<file path="src/rtl/hse_pkg.sv">
// Package for the HMAC-SHA256 engine: types, constants and round functions.
// Depends on nothing; used by every other file of the block.
package hse_pkg;

   localparam int unsigned KeyWords = 8;
   localparam int unsigned KeyIdxWidth = 3;
   localparam int unsigned CsrIdxWidth = 4;

   localparam logic [31:0] IpadWord = 32'h36363636;
   localparam logic [31:0] OpadWord = 32'h5c5c5c5c;
   localparam logic [31:0] PadWord = 32'h80000000;
   localparam logic [31:0] OuterLenWord = 32'd768;
   localparam logic [63:0] IpadBits = 64'd512;

   typedef logic [31:0] word_type;

   typedef enum logic [3:0] {
      ST_IDLE,
      ST_IPAD_LOAD,
      ST_IPAD_RUN,
      ST_ABSORB,
      ST_MSG_RUN,
      ST_PAD_FILL,
      ST_PAD_RUN,
      ST_OPAD_LOAD,
      ST_OPAD_RUN,
      ST_OUTER_LOAD,
      ST_OUTER_RUN,
      ST_EMIT
   } state_type;

   // Sources for the block buffer loads.
   typedef enum logic [2:0] {
      LD_NONE,
      LD_IPAD,
      LD_OPAD,
      LD_OUTER
   } load_type;

   typedef struct packed {
      load_type   load;
      logic       init_hash;   // reset hash_state to the initial value
      logic       start_round; // copy hash into a..h, start 64 rounds
      logic       push;        // write push_word into the buffer
      word_type   push_word;
      logic       save_inner;  // capture hash_state as inner digest
   } dp_cmd_type;

   typedef struct packed {
      logic busy;       // rounds running
      logic block_done; // final round and accumulate this cycle
      logic [4:0] fill;
   } dp_status_type;

   localparam logic [31:0] RoundK [64] = '{
      32'h428a2f98,32'h71374491,32'hb5c0fbcf,32'he9b5dba5,32'h3956c25b,32'h59f111f1,
      32'h923f82a4,32'hab1c5ed5,32'hd807aa98,32'h12835b01,32'h243185be,32'h550c7dc3,
      32'h72be5d74,32'h80deb1fe,32'h9bdc06a7,32'hc19bf174,32'he49b69c1,32'hefbe4786,
      32'h0fc19dc6,32'h240ca1cc,32'h2de92c6f,32'h4a7484aa,32'h5cb0a9dc,32'h76f988da,
      32'h983e5152,32'ha831c66d,32'hb00327c8,32'hbf597fc7,32'hc6e00bf3,32'hd5a79147,
      32'h06ca6351,32'h14292967,32'h27b70a85,32'h2e1b2138,32'h4d2c6dfc,32'h53380d13,
      32'h650a7354,32'h766a0abb,32'h81c2c92e,32'h92722c85,32'ha2bfe8a1,32'ha81a664b,
      32'hc24b8b70,32'hc76c51a3,32'hd192e819,32'hd6990624,32'hf40e3585,32'h106aa070,
      32'h19a4c116,32'h1e376c08,32'h2748774c,32'h34b0bcb5,32'h391c0cb3,32'h4ed8aa4a,
      32'h5b9cca4f,32'h682e6ff3,32'h748f82ee,32'h78a5636f,32'h84c87814,32'h8cc70208,
      32'h90befffa,32'ha4506ceb,32'hbef9a3f7,32'hc67178f2};

   localparam logic [31:0] InitValue [8] = '{
      32'h6a09e667,32'hbb67ae85,32'h3c6ef372,32'ha54ff53a,
      32'h510e527f,32'h9b05688c,32'h1f83d9ab,32'h5be0cd19};

   function automatic word_type ror32(input word_type x, input int unsigned n);
      ror32 = (x >> n) | (x << (32 - n));
   endfunction

endpackage

</file>
<file path="src/rtl/hse_controller.sv">
// Controller state machine: message framing, padding and the HMAC sequence.
// Depends on hse_pkg; commands hse_datapath and drives the channel handshakes.
module hse_controller (
   input  logic                   clock,
   input  logic                   reset,
   input  logic                   req_valid,
   output logic                   req_ready,
   input  hse_pkg::word_type      req_data_word,
   input  logic [2:0]             req_valid_bytes,
   input  logic                   req_last,
   output logic                   rsp_valid,
   input  logic                   rsp_ready,
   output logic [2:0]             rsp_index,
   input  hse_pkg::dp_status_type status,
   output hse_pkg::dp_cmd_type    cmd
);
   import hse_pkg::*;

   state_type  state_ff, state_in;
   logic [63:0] len_ff, len_in;
   logic [2:0]  out_ff, out_in;
   logic        tail_ff, tail_in;   // second pad word (0x80) still owed
   logic        final_ff, final_in; // length words go into the current block
   logic        have_ff, have_in;   // a held word waiting for the buffer
   word_type    held_ff, held_in;
   logic        last_ff, last_in;
   logic [2:0]  vb_ff, vb_in;

   logic [2:0] vb_eff;
   word_type   mask, last_wd;

   always_ff @(posedge clock) begin
      if (reset) begin
         state_ff <= ST_IDLE;
         len_ff   <= '0;
         out_ff   <= '0;
         tail_ff  <= 1'b0;
         final_ff <= 1'b0;
         have_ff  <= 1'b0;
      end else begin
         state_ff <= state_in;
         len_ff   <= len_in;
         out_ff   <= out_in;
         tail_ff  <= tail_in;
         final_ff <= final_in;
         have_ff  <= have_in;
      end
      held_ff      <= held_in;
      last_ff      <= last_in;
      vb_ff        <= vb_in;
   end

   always_comb begin
      vb_eff = (!last_ff || vb_ff > 3'd4) ? 3'd4 : vb_ff;
      case (vb_eff)
         3'd0:    mask = 32'h00000000;
         3'd1:    mask = 32'hff000000;
         3'd2:    mask = 32'hffff0000;
         3'd3:    mask = 32'hffffff00;
         default: mask = 32'hffffffff;
      endcase
      case (vb_eff)
         3'd0:    last_wd = PadWord;
         3'd1:    last_wd = (held_ff & mask) | 32'h00800000;
         3'd2:    last_wd = (held_ff & mask) | 32'h00008000;
         3'd3:    last_wd = (held_ff & mask) | 32'h00000080;
         default: last_wd = held_ff;
      endcase
   end

   always_comb begin
      state_in     = state_ff;
      len_in       = len_ff;
      out_in       = out_ff;
      tail_in      = tail_ff;
      final_in     = final_ff;
      have_in      = have_ff;
      held_in      = held_ff;
      last_in      = last_ff;
      vb_in        = vb_ff;
      req_ready    = 1'b0;
      rsp_valid    = 1'b0;
      rsp_index    = out_ff;
      cmd          = '0;
      cmd.load     = LD_NONE;
      case (state_ff)
         ST_IDLE: begin
            req_ready = 1'b1;
            if (req_valid) begin
               held_in = req_data_word;
               vb_in   = req_valid_bytes;
               last_in = req_last;
               have_in = 1'b1;
               state_in = ST_IPAD_LOAD;
            end
         end
         ST_IPAD_LOAD: begin
            cmd.load = LD_IPAD;
            cmd.init_hash = 1'b1;
            len_in = IpadBits;
            tail_in = 1'b0;
            final_in = 1'b0;
            state_in = ST_IPAD_RUN;
         end
         ST_IPAD_RUN: begin
            // The buffer is free once the rounds start, so words go in meanwhile.
            cmd.start_round = 1'b1;
            state_in = ST_ABSORB;
         end
         ST_ABSORB: begin
            // Buffer a held word, or fetch a new one.
            if (have_ff) begin
               cmd.push = 1'b1;
               have_in  = 1'b0;
               len_in   = len_ff + {58'd0, vb_eff, 3'd0};
               if (last_ff) begin
                  cmd.push_word = last_wd;
                  tail_in = (vb_eff == 3'd4);
                  state_in = ST_PAD_FILL;
               end else begin
                  cmd.push_word = held_ff;
                  if (status.fill == 5'd15) state_in = ST_MSG_RUN;
               end
            end else begin
               req_ready = 1'b1;
               if (req_valid) begin
                  held_in = req_data_word;
                  vb_in   = req_valid_bytes;
                  last_in = req_last;
                  have_in = 1'b1;
               end
            end
         end
         ST_MSG_RUN: begin
            // The buffer is full; start it as soon as the previous block ends.
            if (!status.busy) begin
               cmd.start_round = 1'b1;
               state_in = ST_ABSORB;
            end
         end
         ST_PAD_FILL: begin
            if (status.fill == 5'd16) begin
               if (!status.busy) begin
                  cmd.start_round = 1'b1;
                  if (final_ff) state_in = ST_PAD_RUN;
               end
            end else if (tail_ff) begin
               cmd.push = 1'b1;
               cmd.push_word = PadWord;
               tail_in = 1'b0;
            end else if (status.fill == 5'd14) begin
               cmd.push = 1'b1;
               cmd.push_word = len_ff[63:32];
               final_in = 1'b1;
            end else if (status.fill == 5'd15 && final_ff) begin
               cmd.push = 1'b1;
               cmd.push_word = len_ff[31:0];
            end else begin
               cmd.push = 1'b1;
               cmd.push_word = '0;
            end
         end
         ST_PAD_RUN: begin
            if (!status.busy) state_in = ST_OPAD_LOAD;
         end
         ST_OPAD_LOAD: begin
            cmd.save_inner = 1'b1;
            cmd.load = LD_OPAD;
            cmd.init_hash = 1'b1;
            state_in = ST_OPAD_RUN;
         end
         ST_OPAD_RUN: begin
            cmd.start_round = 1'b1;
            state_in = ST_OUTER_LOAD;
         end
         ST_OUTER_LOAD: begin
            cmd.load = LD_OUTER;
            if (!status.busy) state_in = ST_OUTER_RUN;
         end
         ST_OUTER_RUN: begin
            cmd.start_round = 1'b1;
            state_in = ST_EMIT;
            out_in = '0;
         end
         ST_EMIT: begin
            if (!status.busy) begin
               rsp_valid = 1'b1;
               if (rsp_ready) begin
                  out_in = out_ff + 3'd1;
                  if (out_ff == 3'd7) begin
                     state_in = ST_IDLE;
                     len_in = '0;
                  end
               end
            end
         end
         default: state_in = ST_IDLE;
      endcase
   end
endmodule

</file>
<file path="config.mk">
export PLATFORM = sky130hd
export DESIGN_NAME = hse_controller
export DESIGN_NICKNAME = d
export VERILOG_FILES = /design/src/rtl/hse_pkg.sv /design/src/rtl/hse_controller.sv
export SDC_FILE = /design/constraint.sdc
export NUM_CORES = 1
export LEC_CHECK = 0
export ABC_AREA = 1
export BUFFER_PORTS_ARGS = -buffer_cell sky130_fd_sc_hd__buf_2
export CORE_MARGIN = 1
export CORE_UTILIZATION = 30
export CTS_CLUSTER_SIZE = 8
export DETAILED_ROUTE_END_ITERATION = 8
export PLACE_DENSITY_LB_ADDON = 0.05
export SETUP_SLACK_MARGIN = 0.3
export SYNTH_ARGS = -nofsm -noshare
export SYNTH_HDL_FRONTEND = slang
export SYNTH_SLANG_ARGS = --single-unit
export TNS_END_PERCENT = 10
</file>
<file path="constraint.sdc">
create_clock -name clock -period 8.8 [get_ports clock]
set_input_delay 1.32 -clock clock [delete_from_list [all_inputs] [get_ports clock]]
set_output_delay 1.32 -clock clock [all_outputs]
set_load 0.03 [all_outputs]
</file>
==> Word level (Yosys, flattened, before mapping) <==
Cells that the tools add are included.
{ "classes": {"add_sub_neg": 2, "mul": 0, "div": 0, "order_cmp": 1, "n_eq_ne": 36, "shifts": 0, "mux": 62, "n_bitwise": 1, "n_reduce_logical": 19} }
{ "ops": {"columns": ["cell", "count"], "rows": [
  ["$mux 64", 4],
  ["$pmux 32 s4", 2],
  ["$pmux 64 s3", 1],
  ["$mux 33", 4],
  ["$mux 32", 4],
  ["$pmux 33 s2", 1],
  ["$add 64x6->64", 1],
  ["$pmux 32 s2", 1],
  ["$mux 4", 13],
  ["$pmux 4 s12", 1],
  ["$and 32x32->32", 1],
  ["$ne 2x2->1 const B", 16],
  ["$mux 1", 17],
  ["$eq 4x3->1 const B", 4],
  ["$eq 4x4->1 const B", 4],
  ["$mux 3", 5],
  ["$pmux 3 s2", 2],
  ["$reduce_and 12->1", 1],
  ["$eq 5x4->1 const B", 2],
  ["$eq 4x2->1 const B", 2],
  ["$pmux 1 s2", 4],
  ["$reduce_and 4->1", 2],
  ["$eq 3x2->1 const B", 2],
  ["$eq 3x3->1 const B", 2],
  ["20 further kinds", 25]
]} }
{ "word_totals": {"reg_bits": 110, "latch_bits": 0, "mem_bits_rw": 0, "rom_bits": 0, "inputBits": 47, "memories": 0} }

==> Longest topological paths before layout <==
{ "logic_depth": {"word_depth": 10, "depth_mapped": 21} }

==> Least setup slack after synthesis <==
OpenSTA, ideal clock, no wires.
{ "synth_path": {"path_type": "in2reg", "startpoint": "input port req_valid", "endpoint": "register held_ff[0] (enable)", "setup_time_ps": 485, "arrival_time_ps": 3986, "path_slack_ps": 4329, "path_stages": 1, "n_path_buf": 0, "path_cell_list": "a21boi_0"} }
{ "synth_lines": {"columns": ["item", "line", "text"], "rows": [
  ["start, declared", "hse_controller.sv:6", "input logic req_valid,"],
  ["end signal, assigned", "hse_controller.sv:48", "held_ff <= held_in;"],
  ["end, declared", "hse_controller.sv:25", "word_type held_ff, held_in;"]
]} }

==> results.yml <==
place:
  hpwlAfterDp_um: 16520
  portBuffers: 88
  gp_congestion: 0.8634
  place_area_mm2: 0.007133
  place_ws_ps: 4468
power:
  irDropWorstVdd_mv: 0.09294
  total_power_uw: 1475
  power.density_mw_per_mm2: 198.2
  power_leakage_uw: 0.003036
cts:
  clkTransAtPathRegs_ps: 80
  post_cts_buffers: 0
  cts_tree: "done"
  htree_levels: 3
  clockRootBuffer: "clkbuf_16"
  clkLatencyLatePin_ps: 360
  numCtsBuffers: 9
  ctsHoldBuffers: 0
  cts_buffer_depth: 2
  cts_sinks: 107
  post_cts_resized: 0
job:
  drv_cap: 0
critical_path:
  startpoint_type: "input pin"
  required_ps: 7480
  rr_worst_depth: 18
  cp_max_fo: 59
  worst_setup_path_end_kind: "output port"
  critPathKind: "in2out"
  arrival_ps: 3010
floorplanning:
  initial_utilization_pct: 30.61
  ios: 91
  num_rows: 53
  die_y_um: 148.7
  fp.dieArea_mm2: 0.02211
  design.core.area_mm2: 0.02109
  die_w_um: 148.7
routing:
  wl_met1_um: 11120
  met2_length_um: 9056
  dr.pass1.iters: 5
  drt-total-wl_um: 21400
  dr_wl_met3_um: 853
  top_layer: "met4"
  wl_per_cell_um: 16.49
  drc: 0
  ant_nets: 0
  drt_iter0_markers: 420
  vias: 6196
  viasPerCell: 4.773
cells_and_area:
  area_growth_pct: 15.27
  final_area_mm2: 0.007441
  regArea_mm2: 0.002502
  final_cell_mix: "nand2_1 (232), nor2_1 (149), inv_1 (125)"
  multi_input_area_mm2: 0.003323
  layout_commonest_cell: "nand2_1"
  drive_above_1_share_pct: 14.37
  diodes: 0
  n_fill_cell: 2280
  nets: 1071
yosys:
  synth_nets: 992
  ys.flop_type: "dfxtp_1"
  avgSynthCellArea_um2: 6.874
  yosysUniqueCellTypes: 49
  synth_cells: 939
  ys_seq_elements: 107
  synth-edff-count: 36
  yosysWarningCount: 0
  syn-cell-area_mm2: 0.006455
  synth_async_sr_flop_share_pct: 0
  synth_seq_area_share_pct: 38.77
global_routing:
  grt_pass1_wl_um: 33370
  grt_max_degree: 60
  antenna_found_initial: 0
  grt_usage_pct: 20.15
  grt-ovfl-total: 0
  grt_pass1_vias: 5853
timing:
  period_share_pct: 49.18
  worstMarginPinSlew_ps: 1116
  worst_slack_ps: 4472
  maxSlewViolCount: 0
  slew_headroom_pct: 25.40
  setup_viol: 0
  hold_viol_final: 0
  rsz0062_at_grt: "no"
  final.setup.tns_ps: 0
  clock_skew_ps: 8.025
  min_period_ps: 4328
  clock.fmax_ghz: 0.2311
status:
  outcome: "finished, final reports clean"
hold_path:
  hold_path_class: "reg2reg"
  hold_depth: 2
[logic make-up (layout without fill, tap and decap cells)]
group | count (synthesis) | in the layout | share of synthesized area (%)
other cells | 1 | 1 | 0.05810
simple gates | 515 | 515 | 35.76
buf+inv | 155 | 239 | 9.963
xor+xnor | 1 | 1 | 0.1357
compound gates | 154 | 154 | 14.03
flops | 107 | 107 | 38.77
fa+ha+maj | 6 | 6 | 1.279
[report_power, final]
group,internal [µW],leakage (µW),switching (µW)
logic,101,0.00198,309
registers,593,0.000909,34.8
clock network,227,0.000152,209
[state kept, by name, summed over array words and instances (netlist names)]
signal	cells
rsp_index	3
held_ff	32
vb_ff	3
have_ff	1
len_ff	61
tail_ff	1
state_ff	4
last_ff	1
final_ff	1
[cells in the mapped netlist, types with 6 or more instances]
cell | number | area, µm²
clkbuf_1 | 11 | 41.29
o21ai_0 | 57 | 285.3
inv_1 | 125 | 469.2
nor2_4 | 6 | 67.56
o21ai_1 | 9 | 45.04
nor3_1 | 27 | 135.1
a21oi_1 | 37 | 185.2
o211ai_1 | 27 | 202.7
dfxtp_1 | 71 | 1421
nor2_1 | 149 | 559.3
buf_6 | 6 | 67.56
nand4_1 | 27 | 168.9
nand2_2 | 6 | 37.54
nand3_1 | 41 | 205.2
edfxtp_1 | 36 | 1081
nand2_1 | 233 | 874.6
[area by class of cell]
class                   count  area share (%)
repair buffers             92           6.323
multi-input cells         677           44.66
well taps                 275           4.624
flip-flops and latches    107           33.63
clock inverters             7           1.110
clock buffers               9           3.027
inverters                 131           6.625
[metal layers]
layer  vias up  global-route usage [%]
met5         -                       0
met3        21                   2.730
met1      2796                   29.93
met2       138                   29.95
li1       3241                       -
met4         0                   5.979
[worst max-delay path, stage by stage]
cell,delay (ps)
buf_2,100
inv_1,60
nor2_1,80
nand2_2,60
buf_4,480
o21ai_0,310
o211ai_1,290
nand2_1,90
buf_2,190
[path summary, 6_finish.rpt]
| path | start | end | slack [ps] |
|---|---|---|---|
| setup / recovery | status[1] | cmd[24] | 4470 |
| hold reg to reg | len_ff[3] | len_ff[3] | 490 |
| setup reg to reg | last_ff | len_ff[33] | 5450 |
| hold / removal | len_ff[3] | len_ff[3] | 490 |
[per-stage QoR]
step                      hold slack [ps]  cells  utilization [%]
final                               489.1   1298            35.29
after global routing                513.9   1298            35.29
after CTS                           491.7   1298            35.29
after detailed placement            476.3   1282            33.83
after global placement              478.8   1282            33.83
after floorplan                     450.3    939                -
No activity file was read; power rests on OpenSTA's default activity.
