## src/rtl/hse_pkg.sv

```systemverilog
// Package for the HMAC-SHA256 engine: types, constants and round functions.
// Depends on nothing; used by every other file of the block.
package hse_pkg;

   localparam int unsigned KeyWords = 8;
   localparam int unsigned KeyIdxWidth = 3;
   localparam int unsigned CsrIdxWidth = 4;

   localparam logic [31:0] IpadWord = 32'h36363636;
   localparam logic [31:0] OpadWord = 32'h5c5c5c5c;
   localparam logic [31:0] PadWord = 32'h80000000;
   localparam logic [31:0] OuterLenWord = 32'd768;
   localparam logic [63:0] IpadBits = 64'd512;

   typedef logic [31:0] word_type;

   typedef enum logic [3:0] {
      ST_IDLE,
      ST_IPAD_LOAD,
      ST_IPAD_RUN,
      ST_ABSORB,
      ST_MSG_RUN,
      ST_PAD_FILL,
      ST_PAD_RUN,
      ST_OPAD_LOAD,
      ST_OPAD_RUN,
      ST_OUTER_LOAD,
      ST_OUTER_RUN,
      ST_EMIT
   } state_type;

   // Sources for the block buffer loads.
   typedef enum logic [2:0] {
      LD_NONE,
      LD_IPAD,
      LD_OPAD,
      LD_OUTER
   } load_type;

   typedef struct packed {
      load_type   load;
      logic       init_hash;   // reset hash_state to the initial value
      logic       start_round; // copy hash into a..h, start 64 rounds
      logic       push;        // write push_word into the buffer
      word_type   push_word;
      logic       save_inner;  // capture hash_state as inner digest
   } dp_cmd_type;

   typedef struct packed {
      logic busy;       // rounds running
      logic block_done; // final round and accumulate this cycle
      logic [4:0] fill;
   } dp_status_type;

   localparam logic [31:0] RoundK [64] = '{
      32'h428a2f98,32'h71374491,32'hb5c0fbcf,32'he9b5dba5,32'h3956c25b,32'h59f111f1,
      32'h923f82a4,32'hab1c5ed5,32'hd807aa98,32'h12835b01,32'h243185be,32'h550c7dc3,
      32'h72be5d74,32'h80deb1fe,32'h9bdc06a7,32'hc19bf174,32'he49b69c1,32'hefbe4786,
      32'h0fc19dc6,32'h240ca1cc,32'h2de92c6f,32'h4a7484aa,32'h5cb0a9dc,32'h76f988da,
      32'h983e5152,32'ha831c66d,32'hb00327c8,32'hbf597fc7,32'hc6e00bf3,32'hd5a79147,
      32'h06ca6351,32'h14292967,32'h27b70a85,32'h2e1b2138,32'h4d2c6dfc,32'h53380d13,
      32'h650a7354,32'h766a0abb,32'h81c2c92e,32'h92722c85,32'ha2bfe8a1,32'ha81a664b,
      32'hc24b8b70,32'hc76c51a3,32'hd192e819,32'hd6990624,32'hf40e3585,32'h106aa070,
      32'h19a4c116,32'h1e376c08,32'h2748774c,32'h34b0bcb5,32'h391c0cb3,32'h4ed8aa4a,
      32'h5b9cca4f,32'h682e6ff3,32'h748f82ee,32'h78a5636f,32'h84c87814,32'h8cc70208,
      32'h90befffa,32'ha4506ceb,32'hbef9a3f7,32'hc67178f2};

   localparam logic [31:0] InitValue [8] = '{
      32'h6a09e667,32'hbb67ae85,32'h3c6ef372,32'ha54ff53a,
      32'h510e527f,32'h9b05688c,32'h1f83d9ab,32'h5be0cd19};

   function automatic word_type ror32(input word_type x, input int unsigned n);
      ror32 = (x >> n) | (x << (32 - n));
   endfunction

endpackage

```

## src/rtl/hse_datapath.sv

```systemverilog
// Datapath: block buffer, rolling schedule, one SHA-256 round per cycle.
// Depends on hse_pkg; driven by hse_controller through a command struct.
module hse_datapath (
   input  logic                   clock,
   input  logic                   reset,
   input  hse_pkg::dp_cmd_type    cmd,
   input  logic [63:0]            key_flat [8],
   output hse_pkg::dp_status_type status,
   output hse_pkg::word_type      hash_out [8]
);
   import hse_pkg::*;

   word_type buf_ff [16];
   word_type win_ff [16];
   word_type hash_ff [8];
   word_type var_ff [8];
   word_type inner_ff [8];
   logic [4:0] fill_ff;
   logic [5:0] round_ff;
   logic       busy_ff;

   word_type w_t, x2, x15, s1, ch, s0, mj, t1, t2, a, e;

   always_comb begin
      x2  = win_ff[14];
      x15 = win_ff[1];
      if (round_ff < 6'd16) begin
         w_t = win_ff[0];
      end else begin
         w_t = (ror32(x2, 17) ^ ror32(x2, 19) ^ (x2 >> 10)) + win_ff[9]
             + (ror32(x15, 7) ^ ror32(x15, 18) ^ (x15 >> 3)) + win_ff[0];
      end
      a  = var_ff[0];
      e  = var_ff[4];
      s1 = ror32(e, 6) ^ ror32(e, 11) ^ ror32(e, 25);
      ch = (e & var_ff[5]) ^ (~e & var_ff[6]);
      t1 = var_ff[7] + s1 + ch + RoundK[round_ff] + w_t;
      s0 = ror32(a, 2) ^ ror32(a, 13) ^ ror32(a, 22);
      mj = (a & var_ff[1]) ^ (a & var_ff[2]) ^ (var_ff[1] & var_ff[2]);
      t2 = s0 + mj;
   end

   // The window shifts by one each round; slot 0 is word t, or t-16 from round 16.
   always_ff @(posedge clock) begin
      if (cmd.start_round) begin
         win_ff <= buf_ff;
         var_ff <= hash_ff;
      end else if (busy_ff) begin
         for (int i = 0; i < 15; i++) win_ff[i] <= win_ff[i+1];
         win_ff[15] <= w_t;
         for (int j = 7; j > 0; j--) begin
            if (j != 4) var_ff[j] <= var_ff[j-1];
         end
         var_ff[4] <= var_ff[3] + t1;
         var_ff[0] <= t1 + t2;
      end
      case (cmd.load)
         LD_IPAD, LD_OPAD: begin
            for (int i = 0; i < 8; i++) begin
               buf_ff[2*i]   <= key_flat[i][63:32] ^
                                ((cmd.load == LD_IPAD) ? IpadWord : OpadWord);
               buf_ff[2*i+1] <= key_flat[i][31:0] ^
                                ((cmd.load == LD_IPAD) ? IpadWord : OpadWord);
            end
         end
         LD_OUTER: begin
            for (int i = 0; i < 8; i++) buf_ff[i] <= inner_ff[i];
            buf_ff[8] <= PadWord;
            for (int i = 9; i < 15; i++) buf_ff[i] <= '0;
            buf_ff[15] <= OuterLenWord;
         end
         default: begin
            if (cmd.push) buf_ff[fill_ff[3:0]] <= cmd.push_word;
         end
      endcase
      if (cmd.save_inner) inner_ff <= hash_ff;
   end

   always_ff @(posedge clock) begin
      if (reset) begin
         busy_ff  <= 1'b0;
         round_ff <= '0;
         fill_ff  <= '0;
         hash_ff  <= InitValue;
      end else begin
         if (cmd.init_hash) hash_ff <= InitValue;
         if (cmd.start_round) begin
            busy_ff  <= 1'b1;
            round_ff <= '0;
         end else if (busy_ff) begin
            round_ff <= round_ff + 6'd1;
            if (round_ff == 6'd63) busy_ff <= 1'b0;
         end
         if (busy_ff && !cmd.start_round && round_ff == 6'd63) begin
            hash_ff[0] <= hash_ff[0] + t1 + t2;
            for (int j = 1; j < 8; j++) begin
               hash_ff[j] <= hash_ff[j] + ((j == 4) ? var_ff[3] + t1 : var_ff[j-1]);
            end
         end
         if (cmd.start_round) fill_ff <= '0;
         else if (cmd.push) fill_ff <= fill_ff + 5'd1;
      end
   end

   assign status.busy = busy_ff;
   assign status.block_done = busy_ff && (round_ff == 6'd63);
   assign status.fill = fill_ff;
   assign hash_out = hash_ff;
endmodule

```

## config.mk

```make
export PLATFORM = sky130hd
export DESIGN_NAME = hse_datapath
export DESIGN_NICKNAME = d
export VERILOG_FILES = /design/src/rtl/hse_pkg.sv /design/src/rtl/hse_datapath.sv
export SDC_FILE = /design/constraint.sdc
export NUM_CORES = 2
export LEC_CHECK = 0
export BUFFER_PORTS_ARGS = -buffer_cell sky130_fd_sc_hd__clkbuf_2
export CORE_ASPECT_RATIO = 0.8
export CORE_UTILIZATION = 30
export CTS_CLUSTER_SIZE = 10
export DETAILED_ROUTE_END_ITERATION = 6
export MAX_ROUTING_LAYER = met4
export SYNTH_ARGS = -nofsm -noshare
export SYNTH_HDL_FRONTEND = slang
export SYNTH_SLANG_ARGS = --single-unit
```

## constraint.sdc

```tcl
create_clock -name clock -period 13.3 [get_ports clock]
set_input_delay 3.325 -clock clock [delete_from_list [all_inputs] [get_ports clock]]
set_output_delay 3.325 -clock clock [all_outputs]
set_load 0.05 [all_outputs]
```

# After elaboration in Yosys (flattened, before gate mapping)
# Memories as Yosys holds them, arrays and structs flattened.
# Cells that the tools add are included.
[op_classes]
reduce_logical = 10
add_sub_neg = 21
magnitude_cmp = 4
bitwise = 45
muxes = 18
n_eq_ne = 4
[op_table]
columns = ["operator", "n"]
rows = [
  ["512-bit two-way mux", 3],
  ["256-bit two-way mux", 4],
  ["512-bit one-hot mux with 2 select lines", 1],
  ["32-bit bitwise XOR", 24],
  ["32-bit adder", 19],
  ["512-bit bitwise mux", 1],
  ["32-bit AND", 5],
  ["32-bit demux with 4-bit select", 1],
  ["32-bit two-way mux", 4],
  ["32-bit NOT", 1],
  ["10-bit by 32-bit OR with 32-bit output", 1],
  ["13-bit by 32-bit OR with 32-bit output", 1],
  ["14-bit by 32-bit OR with 32-bit output", 1],
  ["15-bit by 32-bit OR with 32-bit output", 1],
  ["19-bit by 32-bit OR with 32-bit output", 1],
  ["21-bit by 32-bit OR with 32-bit output", 1],
  ["25-bit by 32-bit OR with 32-bit output", 1],
  ["26-bit by 32-bit OR with 32-bit output", 1],
  ["30-bit by 32-bit OR with 32-bit output", 1],
  ["7-bit by 32-bit OR with 32-bit output", 1],
  ["32-bit by 22-bit bitwise XOR with 32-bit output", 1],
  ["32-bit by 29-bit bitwise XOR with 32-bit output", 1],
  ["32-bit by 31-bit bitwise XOR with 32-bit output", 1],
  ["31-bit two-way mux", 1],
  ["other kinds (17)", 25],
]
[totals]
input_bits = 553
wordCells = 162
rom_bits = 2048
mem_count = 1
output_inout_bits = 263
reg_bits = 1804
[memory_table]
columns = ["name", "depth", "word_bits", "rd", "rd_clocked_by_memory_dff", "write_ports", "line", "rtl"]
rows = [
  ["(no name shown)", 64, 32, 1, 0, 0, "hse_datapath.sv:37", "t1 = var_ff[7] + s1 + ch + RoundK[round_ff] + w_t;"],
]

# Logic depth before layout (Yosys ltp)
[logic_depth]
depth_word = 11
depth_mapped = 54
ltp_nobuf = 53

# Least setup slack after synthesis
# No wires, ideal clock.
[synth_timing]
path_type = "input-to-reg"
startpoint = "input port cmd[34] (netlist bit)"
endpoint = "register var_ff, in the netlist a[0], enable pin"
path_buffers = 3
stages = 4
path_slack_ns = -0.974
arrival_ns = 13.451
required_time_ns = 12.477
setup_ns = 0.823
cell_sequence = "clkbuf_1 > clkbuf_1 > clkbuf_1 > or2_2"
[synth_between]
elab_chain_cells = 1
[synth_rtl]
columns = ["item", "line", "rtl"]
rows = [
  ["start, declared", "hse_datapath.sv:6", "input hse_pkg::dp_cmd_type cmd,"],
  ["2-bit nonzero test (no source line)", "n/a", ""],
  ["end signal, assigned", "hse_datapath.sv:47", "var_ff <= hash_ff;"],
  ["end signal, assigned by index", "hse_datapath.sv:52", "if (j != 4) var_ff[j] <= var_ff[j-1];"],
  ["end, declared", "hse_datapath.sv:16", "word_type var_ff [8];"],
]
# No other way between the ends.
# A chain may end at the register's enable or synchronous reset.

# Worst setup path after layout
[layout_timing]
startpoint = "register win_ff, in the netlist x2[20]"
endpoint = "register hash_ff, in the netlist hash_out[126]"
[layout_between]
elab_chain_cells = 11
elab_cells_between_ends = 12
cone_classes = "add/sub (6); mux (2); bitwise (4)"
[layout_rtl]
columns = ["item", "line", "rtl"]
rows = [
  ["start, declared", "hse_datapath.sv:14", "word_type win_ff [16];"],
  ["start signal, assigned", "hse_datapath.sv:46", "win_ff <= buf_ff;"],
  ["13-bit by 32-bit OR with 32-bit output or 15-bit by 32-bit OR with 32-bit output (tied branches)", "hse_pkg.sv:73", "ror32 = (x >> n) | (x << (32 - n));"],
  ["32-bit bitwise XOR", "hse_datapath.sv:30", "w_t = (ror32(x2, 17) ^ ror32(x2, 19) ^ (x2 >> 10)) + win_ff[9]"],
  ["32-bit by 22-bit bitwise XOR with 32-bit output *", "hse_datapath.sv:30", ""],
  ["32-bit adder *", "hse_datapath.sv:30", ""],
  ["32-bit adder * (2 in a row)", "hse_datapath.sv:31", "+ (ror32(x15, 7) ^ ror32(x15, 18) ^ (x15 >> 3)) + win_ff[0];"],
  ["32-bit two-way mux *", "hse_datapath.sv:27", "if (round_ff < 6'd16) begin"],
  ["32-bit adder *", "hse_datapath.sv:37", ""],
  ["32-bit adder *", "n/a", ""],
  ["32-bit adder *", "hse_datapath.sv:97", "hash_ff[j] <= hash_ff[j] + ((j == 4) ? var_ff[3] + t1 : var_ff[j-1]);"],
  ["256-bit two-way mux *", "hse_datapath.sv:94", "if (busy_ff && !cmd.start_round && round_ff == 6'd63) begin"],
  ["end signal, assigned", "hse_datapath.sv:84", "hash_ff <= InitValue;"],
  ["end signal, assigned", "hse_datapath.sv:86", "if (cmd.init_hash) hash_ff <= InitValue;"],
  ["end signal, assigned by index", "hse_datapath.sv:97", ""],
  ["end, declared", "hse_datapath.sv:15", "word_type hash_ff [8];"],
]
# Mark *: on every way between the ends. The rest lies on a longest branch, timed or not.

==> results.cfg <==
[clocking]
clk_pin_slew_ps = 60
cts-buffers-inserted = 219
ctsHoldBuffers = 0
cts_setup_buffers = 0
cts-resized-gates = 0
clock_latency_late_sink_ps = 940
cts_root_buf = clkbuf_16
cts_tree = built
clockBufferDepth = 4
cts_num_sinks = 1804
htree_num_levels = 4

[floorplan]
io_pins = 816
num_rows = 191
die_h_microns = 525
core_area_sq_um = 339000
die-area_sq_um = 344000
initial_utilization = 0.302
die_w_microns = 655

[worst_setup_path]
slowest_cell_on_the_critical_path = a2111oi_0
critical_path.top_delay_family = adder cells
crit_start = x2[20]$_DFFE_PP_
worstSetupEndpointType = flip-flop
worst-path-stages = 49
rr_startpoint = x2[20]$_DFFE_PP_
timing.critical_path.from_type = flip-flop
crit_path_max_fanout = 6
worstPathArrival_ps = 13420
crit_required_ps = 14050
crit_top_cell = fa_1
criticalPathCategory = reg2reg
worstRegToRegCells = 49
crit_path_max_incr_delay_ps = 660
critPathBufInv = 4

[final_layout]
layout-area-overhead-vs-synth_pct = 15.9
fill_cells = 33800
most_frequent_cells_in_the_layout = 1,536 x edfxtp_1, 811 x clkbuf_2, 714 x mux2_2
drive_above_1_share = 0.222
final_net_count = 10800
mostFrequentLayoutCell = edfxtp_1

[placed_design]
place.gp.congestion = 1.06
numPortBuffers = 815
detailed_place_hpwl_microns = 390000

[sta]
portion_of_the_clock_cycle_consumed_by_the_worst_path_in_the_final_layout = 0.952
final.setup_skew_ps = 130
finalHoldViolCount = 0
finalCriticalPeriod_ps = 12660
number_of_failing_setup_endpoints_in_the_final_timing_report = 0
slew_headroom = 0.0792
grt_setup_unrepaired = false
fmaxAchievable_ghz = 0.0790
worstMarginPinSlew_ps = 1370
finalSetupTns_ps = 0
final_max_slew_viol_count = 0

[drt]
drc = 0
detailedRoute.firstPassIterationCount = 6
detail_route.iter0.violations = 12200
wire_per_inst_microns = 35.7
drt-vias-per-instance = 5.63
route.antenna.remaining_nets = 0
num_vias = 80600
wl_microns = 511000

[global_routing]
globalRoute.totalOverflow = 0
grt_pass1_vias = 73300
grt_pass1_wl_microns = 667000
number_of_antenna_violations_at_the_first_check_in_global_routing = 83
grt_util_met1 = 0.378
maximum_number_of_pins_on_one_net_before_global_route_repair = 150
grt_most_used_layer = met2
global_route.usage.total = 0.294
global_route.usage.met2 = 0.420
grt_use_met3 = 0.0746

[yosys]
yosysTopAreaCellShare = 0.450
synth_nets = 10100
syn-cell-area_sq_um = 102000
synth_seq_cells = 1804
synth_top_area_cell = edfxtp_1
synthesis_warnings = 0
yosys_most_used_dff = edfxtp_1
syn_area_per_cell_sq_um = 11.6
synth_sequential_area_ratio = 0.502
synth_area_leaders = edfxtp_1 45%, mux2_2 7.8%, ha_1 5.5%, dfxtp_1 5.2%, xnor2_1 4.3%
yosys.cell_types.count = 99
synth-async-reset-ratio = 0
syn-instance-count = 8865
count_of_flip_flops_with_a_built_in_enable_after_synthesis = 1536

[job]
drv_cap = 0

[min_path]
holdPathStages = 0
holdCritStartpoint = hash_out[18]$_SDFFE_PP0P_
worst_hold_path_type = reg2reg

[status]
run_status = completed
==> Yosys cell counts (35+ instances only) <==
library cell and n:
o21bai_1 78, fa_1 198, o211ai_1 42, a21o_1 179, dfxtp_1 268, nor3b_1 66
a21oi_1 528, ha_1 448, o221ai_1 196, o21ai_0 488, inv_1 428, clkbuf_1 478
buf_1 48, nor2b_1 52, nor3_1 146, mux2_2 714, a211oi_1 35, or2_2 67
and3_1 37, edfxtp_1 1536, nand3_1 85, xor2_1 345, o22ai_1 205, o21a_1 48
nor2_1 422, xnor2_1 509, nand2_1 640, mux2i_1 44, nand2b_1 68, a22oi_1 66
==> per-stage QoR <==
stage	hold WS [ps]	utilization	cells	worst slack (ps)	area (sq um)
2_1_floorplan	500	-	8865	2770	102000
3_3_place_gp	423	0.331	13900	950	112000
3_5_place_dp	422	0.331	13900	1050	112000
4_1_cts	428	0.350	14300	859	119000
5_1_grt	438	0.350	14300	61.6	119000
6_report	429	0.350	14300	637	119000
==> cell families after synthesis <==
kind of cell	share of synthesized area
buf+inv	0.0352
flops	0.502
mux	0.0838
compound gates	0.132
xor+xnor	0.0734
simple gates	0.0771
fa+ha+maj	0.0965
==> final cells by class <==
cell class / instances / area (sq um) / share of cell area
flip-flops and latches: 1804 / 51500 / 0.433
clock inverters: 31 / 314 / 0.00264
repair buffers: 1026 / 5900 / 0.0496
diodes: 66 / 165 / 0.00139
inverters: 430 / 1610 / 0.0136
clock buffers: 328 / 6000 / 0.0505
multi-input cells: 6102 / 47700 / 0.401
well taps: 4535 / 5670 / 0.0477
==> metal layers <==
metal | wire length [microns] | share of wire
met5 | 0 | 0
met4 | 35600 | 0.070
met3 | 57400 | 0.11
met2 | 217000 | 0.42
met1 | 201000 | 0.39
==> final timing paths <==
kind	endpoint	slack, ps
worst max-delay path	hash_out[126]$_SDFFE_PP1P_	640
worst min-delay path	inner_ff[18]$_DFFE_PP_	430
worst max register to register	hash_out[126]$_SDFFE_PP1P_	640
worst min register to register	inner_ff[18]$_DFFE_PP_	430
Power is left out: the tool's default activity adds up to more than one toggle a clock period on the data nets, which glitch-free logic cannot reach.
